===== src/rtl/core/txcon_pkg.sv =====
// Shared types and constants of the text console engine.
// No dependencies; every other file of the block imports this package.
package txcon_pkg;

   // Payload field widths
   localparam int CMD_W      = 1;
   localparam int CHAR_W     = 8;
   localparam int ATTR_W     = 8;
   localparam int ROW_FLD_W  = 5;
   localparam int COL_FLD_W  = 7;
   localparam int CELL_W     = CHAR_W + ATTR_W;

   // Register port
   localparam int CSR_IDX_W  = 2;
   localparam int CSR_DATA_W = 8;

   localparam logic [CSR_IDX_W-1:0] CSR_ROW_COUNT      = 2'd0;
   localparam logic [CSR_IDX_W-1:0] CSR_COLUMN_COUNT   = 2'd1;
   localparam logic [CSR_IDX_W-1:0] CSR_TEXT_ATTRIBUTE = 2'd2;

   localparam logic [ROW_FLD_W-1:0] ROW_COUNT_RST = 5'd25;
   localparam logic [COL_FLD_W-1:0] COL_COUNT_RST = 7'd80;
   localparam logic [ATTR_W-1:0]    RESET_ATTR    = 8'd7;

   // Commands
   localparam logic [CMD_W-1:0] CMD_PUT  = 1'b0;
   localparam logic [CMD_W-1:0] CMD_READ = 1'b1;

   // Special character codes
   localparam logic [CHAR_W-1:0] CODE_CR    = 8'd13;
   localparam logic [CHAR_W-1:0] CODE_LF    = 8'd10;
   localparam logic [CHAR_W-1:0] BLANK_CHAR = 8'd32;

   // Controller to datapath
   typedef struct packed {
      logic clr_step;   // one step of the power-up blanking sweep
      logic exec;       // item accepted: run put or issue read
      logic copy_rd;    // scroll: read source cell
      logic copy_wr;    // scroll: write it one row up
      logic blank;      // scroll: blank one cell of the last row
      logic load_rsp;   // load result register
   } dp_cmd_type;

   // Datapath to controller
   typedef struct packed {
      logic clr_last;
      logic need_scroll;
      logic rows_one;
      logic copy_last;
      logic blank_last;
   } dp_status_type;

endpackage


===== src/rtl/core/txcon_ctrl.sv =====
// Sequencer of the text console engine: blanking sweep, put/read, scroll.
// Depends on txcon_pkg; drives the command struct of txcon_dp.
module txcon_ctrl (
   input  logic                         clock,
   input  logic                         reset,
   input  logic                         req_valid,
   input  logic [txcon_pkg::CMD_W-1:0]  req_command,
   output logic                         req_stall,
   output logic                         rsp_valid,
   input  logic                         rsp_stall,
   output txcon_pkg::dp_cmd_type        dp_cmd,
   input  txcon_pkg::dp_status_type     dp_status
);
   import txcon_pkg::*;

   localparam logic [2:0] ST_CLEAR   = 3'd0;
   localparam logic [2:0] ST_IDLE    = 3'd1;
   localparam logic [2:0] ST_COPY_RD = 3'd2;
   localparam logic [2:0] ST_COPY_WR = 3'd3;
   localparam logic [2:0] ST_BLANK   = 3'd4;
   localparam logic [2:0] ST_FIN     = 3'd5;

   logic [2:0] state_ff, state_in;
   logic       rsp_valid_ff, rsp_valid_in;
   logic       slot_free;

   assign slot_free = !rsp_valid_ff || !rsp_stall;
   assign req_stall = (state_ff != ST_IDLE);
   assign rsp_valid = rsp_valid_ff;

   always_comb begin
      state_in = state_ff;
      dp_cmd   = '0;
      case (state_ff)
         ST_CLEAR: begin
            dp_cmd.clr_step = 1'b1;
            if (dp_status.clr_last) state_in = ST_IDLE;
         end
         ST_IDLE: begin
            if (req_valid) begin
               dp_cmd.exec = 1'b1;
               if (req_command == CMD_READ || !dp_status.need_scroll) begin
                  state_in = ST_FIN;
               end else if (dp_status.rows_one) begin
                  state_in = ST_BLANK;
               end else begin
                  state_in = ST_COPY_RD;
               end
            end
         end
         ST_COPY_RD: begin
            dp_cmd.copy_rd = 1'b1;
            state_in       = ST_COPY_WR;
         end
         ST_COPY_WR: begin
            dp_cmd.copy_wr = 1'b1;
            state_in       = dp_status.copy_last ? ST_BLANK : ST_COPY_RD;
         end
         ST_BLANK: begin
            dp_cmd.blank = 1'b1;
            if (dp_status.blank_last) state_in = ST_FIN;
         end
         ST_FIN: begin
            if (slot_free) begin
               dp_cmd.load_rsp = 1'b1;
               state_in        = ST_IDLE;
            end
         end
         default: state_in = ST_IDLE;
      endcase
   end

   always_comb begin
      rsp_valid_in = rsp_valid_ff;
      if (dp_cmd.load_rsp) rsp_valid_in = 1'b1;
      else if (!rsp_stall) rsp_valid_in = 1'b0;
   end

   always_ff @(posedge clock) begin
      if (reset) begin
         state_ff     <= ST_CLEAR;
         rsp_valid_ff <= 1'b0;
      end else begin
         state_ff     <= state_in;
         rsp_valid_ff <= rsp_valid_in;
      end
   end

   // Result only appears out of the finishing state
   a_rsp_from_fin: assert property (@(posedge clock) disable iff (reset)
      $rose(rsp_valid_ff) |-> $past(state_ff == ST_FIN))
      else $error("result raised outside finish state");

   // An accepted item always takes the engine out of idle
   a_accept_busy: assert property (@(posedge clock) disable iff (reset)
      (req_valid && !req_stall) |=> (state_ff != ST_IDLE))
      else $error("accepted item did not occupy the engine");

endmodule


===== config.mk =====
export PLATFORM = sky130hd
export DESIGN_NAME = txcon_ctrl
export DESIGN_NICKNAME = d
export VERILOG_FILES = /design/src/rtl/core/txcon_pkg.sv /design/src/rtl/core/txcon_ctrl.sv
export SDC_FILE = /design/constraint.sdc
export NUM_CORES = 1
export LEC_CHECK = 0
export BUFFER_PORTS_ARGS = -buffer_cell sky130_fd_sc_hd__buf_2
export CAP_MARGIN = 20
export CORE_AREA = 3 3 40 42
export CTS_BUF_LIST = sky130_fd_sc_hd__clkbuf_4 sky130_fd_sc_hd__clkbuf_8
export DETAILED_ROUTE_END_ITERATION = 10
export DIE_AREA = 0 0 43 45
export PLACE_DENSITY = 0.57
export SYNTH_ARGS = -nofsm -noshare
export SYNTH_HDL_FRONTEND = slang
export SYNTH_SLANG_ARGS = --single-unit
export TNS_END_PERCENT = 1

===== constraint.sdc =====
create_clock -name clock -period 1.9 [get_ports clock]
set_clock_uncertainty 0.1 [all_clocks]
set_input_delay 0.475 -clock clock [delete_from_list [all_inputs] [get_ports clock]]
set_output_delay 0.475 -clock clock [all_outputs]
set_load 0.005 [all_outputs]

== Word level (Yosys, flattened, before mapping) ==
Cells that the tools add are included.

* Register bits after elaboration: 4
* Output and inout bits: 8

* Reduce and logical (&&, ||, !) cells: 7
* Eq/ne operators: 11
* Multiplexer cells: 18

{| class="wikitable"
|+ Operators by type and width
! kind !! count
|-
| $mux W3 || 7
|-
| $pmux W3 S6 || 1
|-
| $mux W1 || 10
|-
| $ne A2 B2 Y1 const B || 4
|-
| $eq A3 B2 Y1 const B || 2
|-
| $eq A3 B3 Y1 const B || 2
|-
| $reduce_and A4 Y1 || 1
|-
| $eq A3 B1 Y1 const B || 1
|-
| $logic_not A1 Y1 || 3
|-
| $logic_not A3 Y1 || 1
|-
| $ne A3 B1 Y1 const B || 1
|-
| $logic_or A1 B1 Y1 || 2
|-
| $ne A2 B1 Y1 const B || 1
|}

== Depth between registers and ports, before layout ==
Gate-level depths: netlist of run 1.

* Depth in word-level cells: 5
* Depth in mapped cells: 5
* Depth with buffers taken out: 3

== Least setup slack after synthesis of run 1 ==
No wires, ideal clock.

* Kind: register -> output
* Start: reg state_ff[0]
* End: out dp_cmd[0] (netlist bit)
* Path slack: 0.407 ns
* Arrival time: 0.918 ns
* Cell stages (with the launch flop): 6
* Path through: dfxtp_1 > buf_2 > nor2b_1 > nand2_1 > a21oi_1 > buf_4

{| class="wikitable"
|+ RTL lines
! what !! line !! RTL
|-
| from (decl) || txcon_ctrl.sv:23 || <nowiki>logic [2:0] state_ff, state_in;</nowiki>
|-
| from (signal assigned) || txcon_ctrl.sv:84 || <nowiki>state_ff <= state_in;</nowiki>
|-
| to (decl) || txcon_ctrl.sv:11 || <nowiki>output txcon_pkg::dp_cmd_type dp_cmd,</nowiki>
|}

==> results of run 1 <==
[worst max path at each step]
stage / from / endpoint / slack [ns] / cells after the start
final: state_ff[0]$_SDFFE_PP0P_ / dp_cmd[0] / 0.17 / 4
after global routing: state_ff[0]$_SDFFE_PP0P_ / dp_cmd[0] / 0.04 / 4
after CTS: state_ff[0]$_SDFFE_PP0P_ / dp_cmd[0] / 0.04 / 4
after detailed placement: state_ff[0]$_SDFFE_PP0P_ / dp_cmd[0] / 0.30 / 4
after global placement: state_ff[0]$_SDFFE_PP0P_ / dp_cmd[0] / 0.33 / 4
after floorplan: state_ff[0]$_SDFFE_PP0P_ / dp_cmd[0] / 0.41 / 5
[cells in the mapped netlist, drive strengths merged (2+ instances only)]
| cell type | n |
|---|---|
| nand3b | 2 |
| a21oi | 4 |
| dfxtp | 4 |
| nor3 | 4 |
| nand2 | 4 |
| inv | 2 |
| buf | 4 |
[per-stage QoR]
stage | worst slack, ns | cells | power (mW) | util
after floorplan | 0.407 | 34 | 0.125 | -
after global placement | 0.330 | 62 | 0.143 | 0.275
after detailed placement | 0.305 | 62 | 0.143 | 0.275
after CTS | 0.0436 | 65 | 0.253 | 0.292
after global routing | 0.0431 | 65 | 0.267 | 0.293
final | 0.166 | 65 | 0.245 | 0.293
[power by group through the flow]
stage | registers (mW) | logic (mW) | clock network [mW]
2_1_floorplan | 0.0914 | 0.0340 | 0
3_3_place_gp | 0.0993 | 0.0437 | 0
3_5_place_dp | 0.0996 | 0.0436 | 0
4_1_cts | 0.0983 | 0.0437 | 0.111
5_1_grt | 0.100 | 0.0498 | 0.117
6_report | 0.0989 | 0.0430 | 0.104
[state kept, by name, indices dropped and copies added, names as in the netlist]
signal     count
rsp_valid      1
state_ff       3
[routing by layer]
layer | up-vias | track usage | wire length [um] | share of wire
li1 | 153 | - | - | -
met1 | 129 | 0.0870 | 297 | 0.46
met2 | 11 | 0.129 | 283 | 0.44
met3 | 0 | 0.0598 | 59 | 0.092
met4 | 0 | 0.0361 | 0 | 0
met5 | - | 0 | 0 | 0
[kinds of logic after synthesis]
kind of cell	after synthesis
flops	4
compound gates	8
mux	1
buf+inv	6
simple gates	15
[cell type report]
class | count | share of cell area
multi-input cells | 24 | 0.429
repair buffers | 17 | 0.226
inverters | 2 | 0.0199
flip-flops and latches | 4 | 0.216
well taps | 15 | 0.0498
clock buffers | 3 | 0.0598
==> flow_summary.toml, run 1 <==
[detailed_routing]
drc = 0
vias = 293
drt_first_iter_violations = 3
ant_nets = 0
wire_per_inst_um = 9.85
drtPass1Iterations = 2
drt-total-wl_um = 640
routed_via_density = 4.51

[layout]
seq_area_um2 = 81.3
area_growth_syn_to_layout_pct = 34.4
antennaDiodeCount = 0
postLayoutCellArea_um2 = 377
most-common-layout-cells = "buf_2, nand2_1, a21oi_1"
drive_gt1_frac = 0.500
final_common_cell = "buf_2"
multiInputGateArea_um2 = 161
nNetsFinal = 62
fillers = 143

[setup_path]
path_class = "flip-flop to primary output"
worst_path_largest_cell_delay_ns = 0.41
crit_required_ns = 1.32
crit_arrival_ns = 1.16
path_max_fanout = 11
crit_buf_inv = 1
end_kind = "primary output"
crit_path_cell_trace = "nor2b_1, nand2_1, a21oi_1, buf_2"
cp-start-kind = "flip-flop"
reg2reg_to = "state_ff[2]$_SDFFE_PP0P_"
r2r_setup_slack_ns = 0.64
rr_worst_depth = 3
path_delay_family = "flip-flops"
worst_path_max_delay_cell = "dfxtp_2"
r2r_start = "state_ff[2]$_SDFFE_PP0P_"

[sta]
rsz0062_at_grt = "no"
drv_slew = 0
hold_violations = 0
worst_slew_pin_slew_ns = 0.324
min_period_ns = 1.73
achievable-frequency_mhz = 577
finalSetupTns_ns = 0
maxSlewHeadroom = 0.784
setup_viol = 0
timing.hold.ws_ns = 0.365
period_share = 0.913

[floorplan]
fp.dieArea_um2 = 1940
core_area_um2 = 1280
die_y_um = 45
start_util = 0.218
num_rows = 13
top_level_ports = 18
die_w_um = 43

[synth]
synthTopCellsByArea = "dfxtp_1, a21oi_1, nor3_1"
synthAdderAreaFrac = 0
async_flop_share = 0
syn_area_um2 = 280
yosys.area_share.xor_xnor = 0
synth_top_area_frac = 0.286
synth.largest_area_cell = "dfxtp_1"
ys.warnings.count = 0
synth-edff-count = 0
synth_compound_area_frac = 0.196
synth-seq-cells = 4
synthFlopType = "dfxtp_1"
syn_nets = 44
postSynthCellCount = 34
synthMuxAreaShare = 0.0357
synth_top_family_by_area = "simple AND/OR/NAND/NOR gates"
yosysSeqAreaShare = 0.286
avgSynthCellArea_um2 = 8.24
synthSimpleGateAreaFrac = 0.344
yosys.cell_types.count = 20

[clock_network]
clk_pin_slew_ns = 0.04
cts_resized = 0
cts_setup_buffers = 0
clkSinkCount = 4
insertion_delay_ns = 0.23
hold_buffers = 0
h-tree-depth = 1
cts_made_buffers = 3
cts_root_buffer = "clkbuf_4"
clk_path_buf_depth = 2
cts_tree = "yes"

[power_and_ir_drop]
p_int_mw = 0.185
switching_share = 0.245
seqPwrFrac = 0.403
p_switching_mw = 0.0601
pwr-share-clk = 0.422
pwr_density_cell_nw_per_um2 = 652
p_comb_frac = 0.175
ir_drop_v = 0.000305
p_leak_nw = 0.172

[placed_design]
place_area_um2 = 353
hpwl_um = 498
place_congestion = 0.715
io_buffers = 17

[grt]
grt_pass1_vias = 286
antenna_found_initial = 0
grt_pass1_wl_um = 1160
grt_usage = 0.0833
grt_max_degree = 12
grt_overflow = 0

[worst_hold_path]
hold_depth = 2
min_path_type = "primary input to flip-flop"
hp-start = "reset"
whs_endpoint = "rsp_valid$_SDFFE_PP0P_"

[run_status]
status = "finished, final reports clean"

[job]
cap_violations = 0
Note: power is estimated with default switching activity, not from simulation.
==> run 2, diff against run 1 <==
--- a/config.mk
+++ b/config.mk
@@ -5,13 +5,14 @@
 export SDC_FILE = /design/constraint.sdc
 export NUM_CORES = 1
 export LEC_CHECK = 0
+export ABC_AREA = 1
 export BUFFER_PORTS_ARGS = -buffer_cell sky130_fd_sc_hd__buf_2
 export CAP_MARGIN = 20
-export CORE_AREA = 3 3 40 42
+export CORE_AREA = 2 2 39 41
 export CTS_BUF_LIST = sky130_fd_sc_hd__clkbuf_4 sky130_fd_sc_hd__clkbuf_8
 export DETAILED_ROUTE_END_ITERATION = 10
-export DIE_AREA = 0 0 43 45
-export PLACE_DENSITY = 0.57
+export DIE_AREA = 0 0 41 43
+export PLACE_DENSITY = 0.63
 export SYNTH_ARGS = -nofsm -noshare
 export SYNTH_HDL_FRONTEND = slang
 export SYNTH_SLANG_ARGS = --single-unit
==> constraint.sdc (replaced) <==
create_clock -name clock -period 1.5 [get_ports clock]
set_clock_uncertainty 0.1 [all_clocks]
set_input_delay 0.375 -clock clock [delete_from_list [all_inputs] [get_ports clock]]
set_output_delay 0.375 -clock clock [all_outputs]
set_load 0.005 [all_outputs]
==> flow_summary.toml, run 2 <==
[synth]
synthTopCellsByArea = "dfxtp_1, inv_1, nand2_1"
synth_top_family_by_area = "simple AND/OR/NAND/NOR gates"
synthMuxAreaShare = 0
avgSynthCellArea_um2 = 6.40
postSynthCellCount = 53
yosysSeqAreaShare = 0.236
syn_area_um2 = 339
yosys-top-cells-count = "inv_1, nand2_1, nor2_1"
yosys.cell_types.count = 19
async_flop_share = 0
syn_nets = 63
ys.warnings.count = 0
synth.largest_area_cell = "dfxtp_1"
synthSimpleGateAreaFrac = 0.461
synth-edff-count = 0
synth-seq-cells = 4
yosys.area_share.xor_xnor = 0
synthFlopType = "dfxtp_1"
synthAdderAreaFrac = 0
synth_compound_area_frac = 0.137
synth_top_area_frac = 0.236

[setup_path]
crit_arrival_ns = 1.06
cp-start-kind = "flip-flop"
path_class = "flip-flop to primary output"
crit_required_ns = 1.02
path_max_fanout = 6
end_kind = "primary output"

[grt]
antenna_found_initial = 0
grt_usage = 0.116
grt.busiest_layer = "met2"
grt_pass1_wl_um = 1330
met3_usage = 0.0471
grt_max_degree = 7
grt_overflow = 0
gr-usage-met1 = 0.138
grtUsageMet2 = 0.163
grt_pass1_vias = 333

[detailed_routing]
drc = 0
wire_per_inst_um = 8.76
drtPass1Iterations = 4
vias = 379
routed_via_density = 4.26
ant_nets = 0
drt_first_iter_violations = 3
drt-total-wl_um = 780

[placed_design]
io_buffers = 17
hpwl_um = 596
place_area_um2 = 433
place_congestion = 0.800

[sta]
worst_slew_pin_slew_ns = 0.206
finalSetupTns_ns = -0.0732
hold_violations = 0
period_share = 1.02
maxSlewHeadroom = 0.861
achievable-frequency_mhz = 651
layout_setup_ws_ns = -0.0351
setup_viol = 4
drv_slew = 0
rsz0062_at_grt = "yes"
min_period_ns = 1.54

[power_and_ir_drop]
ir_drop_v = 0.000319
pwr_density_cell_nw_per_um2 = 976
p_leak_nw = 0.262
total_power_mw = 0.492

[clock_network]
h-tree-depth = 1
clkSinkCount = 4
cts_tree = "yes"
cts_made_buffers = 3
cts_root_buffer = "clkbuf_4"
clk_pin_slew_ns = 0.04
insertion_delay_ns = 0.24
hold_buffers = 0
clk_path_buf_depth = 2

[run_status]
status = "finished with violations"
violations = "setup timing"

[layout]
top_register = "state_ff"
final_common_cell = "buf_2"
postLayoutCellArea_um2 = 504
drive_gt1_frac = 0.589
antennaDiodeCount = 0
area_growth_syn_to_layout_pct = 48.7
largest_reg_flops = 3
nNetsFinal = 85
fillers = 153
seq_area_um2 = 86.3
most-common-layout-cells = "buf_2, nand2_1, inv_1, nor2_1"
multiInputGateArea_um2 = 234

[floorplan]
num_rows = 14
top_level_ports = 18
fp.dieArea_um2 = 1760
start_util = 0.245
core_area_um2 = 1380
die_y_um = 43
die_w_um = 41

[worst_hold_path]
min_path_type = "primary input to flip-flop"

[job]
cap_violations = 0
-- run 2: changes by cell type in the layout (fill, tap and decap cells not counted), moves of 2 or more --
cell,delta
o21ai_2,+2
a21oi_1,-2
a21oi_2,+2
nand2_1,+5
nand3_1,+3
inv_2,+3
nand2_2,+2
nor2_4,+2
dfxtp_1,-2
nor3_1,-2
nor2_2,+3
inv_1,+5
nor2_1,+4
-- run 2: where the power goes --
| group | internal (mW) | switching (mW) | total [mW] |
|---|---|---|---|
| combinational | 0.0919 | 0.117 | 0.209 |
| sequential | 0.123 | 0.0224 | 0.146 |
| clock | 0.0897 | 0.0477 | 0.137 |
| total | 0.305 | 0.187 | 0.492 |
-- run 2: timing repair --
action | 4_1_cts | 5_1_grt
resized for setup | 8 | 6
buffers inserted | 0 | 1
endpoints found under the setup margin | 7 | 7
-- run 2: final timing paths --
kind	start	slack, ns	cells after the start	end
min reg2reg	state_ff[2]$_SDFFE_PP0P_	0.42	2	state_ff[2]$_SDFFE_PP0P_
max reg2reg	state_ff[1]$_SDFFE_PP0P_	0.24	6	state_ff[2]$_SDFFE_PP0P_
min	reset	0.23	2	state_ff[2]$_SDFFE_PP0P_
max	state_ff[0]$_SDFFE_PP0P_	-0.04	4	dp_cmd[1]
-- run 2: per-stage QoR --
step | std cells | utilization | hold WS, ns | worst slack, ns
after floorplan | 53 | - | 0.337 | 0.187
after global placement | 85 | 0.313 | 0.413 | 0.112
after detailed placement | 85 | 0.313 | 0.418 | 0.0681
after global routing | 89 | 0.364 | 0.233 | -0.123
after CTS | 88 | 0.341 | 0.230 | -0.0507
final | 89 | 0.364 | 0.234 | -0.0351
-- run 2: kinds of logic after synthesis --
| family | Yosys count |
|---|---|
| simple gates | 30 |
| buf+inv | 12 |
| compound gates | 7 |
| flops | 4 |
-- run 2: per-layer routing --
| metal | vias to the layer above | routed length (um) |
|---|---|---|
| met2 | 9 | 436 |
| met5 | - | 0 |
| met4 | 0 | 17 |
| met3 | 2 | 31 |
| li1 | 204 | - |
| met1 | 164 | 295 |
-- run 2: layout make-up --
class / instances / area share
repair buffers: 19 / 0.206
flip-flops and latches: 4 / 0.171
clock buffers: 3 / 0.0447
well taps: 16 / 0.0397
multi-input cells: 37 / 0.464
inverters: 10 / 0.0744
-- run 2: critical path: stages, from the launching register on --
cell,delay (ns)
dfxtp_4,0.37
nor2_2,0.20
nand2_1,0.10
inv_1,0.06
buf_2,0.10
==> run 3, diff against run 2 <==
--- a/config.mk
+++ b/config.mk
@@ -6,6 +6,7 @@
 export NUM_CORES = 1
 export LEC_CHECK = 0
 export ABC_AREA = 1
+export ABC_CLOCK_PERIOD_IN_PS = 1400
 export BUFFER_PORTS_ARGS = -buffer_cell sky130_fd_sc_hd__buf_2
 export CAP_MARGIN = 20
 export CORE_AREA = 2 2 39 41
==> constraint.sdc (replaced) <==
create_clock -name clock -period 1.4 [get_ports clock]
set_clock_uncertainty 0.1 [all_clocks]
set_input_delay 0.35 -clock clock [delete_from_list [all_inputs] [get_ports clock]]
set_output_delay 0.35 -clock clock [all_outputs]
set_load 0.005 [all_outputs]
==> flow_summary.toml, run 3 (synthesis results as in run 2) <==
[run_status]
status = "finished with violations"
violations = "setup timing"

[sta]
timing.hold.ws_ns = 0.211
achievable-frequency_mhz = 672
maxSlewHeadroom = 0.868
worst_slew_pin_slew_ns = 0.196
period_share = 1.06
layout_setup_ws_ns = -0.0885
drv_slew = 0
rsz0062_at_grt = "yes"
hold_violations = 0
setup_viol = 6
min_period_ns = 1.49

[clock_network]
insertion_delay_ns = 0.23
clk_pin_slew_ns = 0.04
hold_buffers = 0
cts_root_buffer = "clkbuf_4"
cts_made_buffers = 3
clk_path_buf_depth = 2
cts_tree = "yes"
clkSinkCount = 4
h-tree-depth = 1

[setup_path]
crit_arrival_ns = 1.04
path_class = "flip-flop to primary output"
end_kind = "primary output"
crit_required_ns = 0.95
path_max_fanout = 6
cp-start-kind = "flip-flop"

[layout]
area_growth_syn_to_layout_pct = 52.8
seq_area_um2 = 91.3
nNetsFinal = 87
drive_gt1_frac = 0.600
fin_cells = 91
final_core_util = 0.374
multiInputGateArea_um2 = 226
most-common-layout-cells = "buf_2, nand2_1, inv_1, nor2_1, buf_4"
final_common_cell = "buf_2"
top_register = "state_ff"
antennaDiodeCount = 0
largest_reg_flops = 3
fillers = 161

[floorplan]
core_area_um2 = 1380
fp.dieArea_um2 = 1760
die_w_um = 41
start_util = 0.245
die_y_um = 43
top_level_ports = 18
num_rows = 14

[grt]
antenna_found_initial = 0
grt_overflow = 0
grt_pass1_vias = 343
grt_max_degree = 7
grt_usage = 0.113
grt_pass1_wl_um = 1320

[placed_design]
io_buffers = 17
dp_cells = 85
place_worst_setup_slack_ns = -0.00499
place_congestion = 0.761
hpwl_um = 644

[detailed_routing]
ant_nets = 0
routed_via_density = 4.26
drc = 0
wire_per_inst_um = 8.76
drt_first_iter_violations = 5
drtPass1Iterations = 3
vias = 388
drt-total-wl_um = 797

[power_and_ir_drop]
ir_drop_v = 0.000594
total_power_mw = 0.531
p_leak_nw = 0.272
pwr_density_cell_nw_per_um2 = 1020

[worst_hold_path]
min_path_type = "primary input to flip-flop"

[job]
cap_violations = 0
run 3: final timing paths:
path                            start                       end  slack [ns]  cells after the start
max          state_ff[0]$_SDFFE_PP0P_                 dp_cmd[1]       -0.09                      4
max reg2reg  state_ff[1]$_SDFFE_PP0P_  state_ff[0]$_SDFFE_PP0P_        0.16                      8
min reg2reg    rsp_valid$_SDFFE_PP0P_    rsp_valid$_SDFFE_PP0P_        0.44                      2
min                             reset  state_ff[2]$_SDFFE_PP0P_        0.21                      2
run 3: power by group:
group / leakage (nW) / switching, mW / internal (mW) / total [mW]
Sequential: 0.0347 / 0.0275 / 0.132 / 0.159
Combinational: 0.223 / 0.123 / 0.108 / 0.232
Clock: 0.0138 / 0.0443 / 0.0957 / 0.140
Total: 0.272 / 0.195 / 0.336 / 0.531
run 3: cell type report:
class | count | area share
multi-input combinational | 37 | 0.437
timing repair buffer | 21 | 0.222
sequential | 4 | 0.176
inverter | 10 | 0.0821
clock buffer | 3 | 0.0435
tap | 16 | 0.0386
run 3: timing repair:
action,in CTS,in global routing
pin swaps,1,1
setup endpoints to repair,7,7
gates resized for setup,14,2
hold endpoints to repair,0,0
setup buffers,3,0
run 3: per-layer routing:
layer	up-vias	GRT usage	part of all wire
li1	209	-	-
met3	0	0.0785	0.061
met1	168	0.113	0.35
met2	11	0.188	0.59
met5	-	0	0
met4	0	0.0200	0
run 3: critical path, stage by stage (launching register included):
cell,delay [ns]
dfxtp_4,0.36
nor2_2,0.19
nand2_1,0.10
inv_1,0.06
buf_2,0.10
run 3: stage by stage:
stage,area [um^2],TNS (ns)
after detailed placement,433,-0.00499
after CTS,512,-0.416
final,518,-0.289
after global placement,433,0
after global routing,518,-0.753
after floorplan,339,0
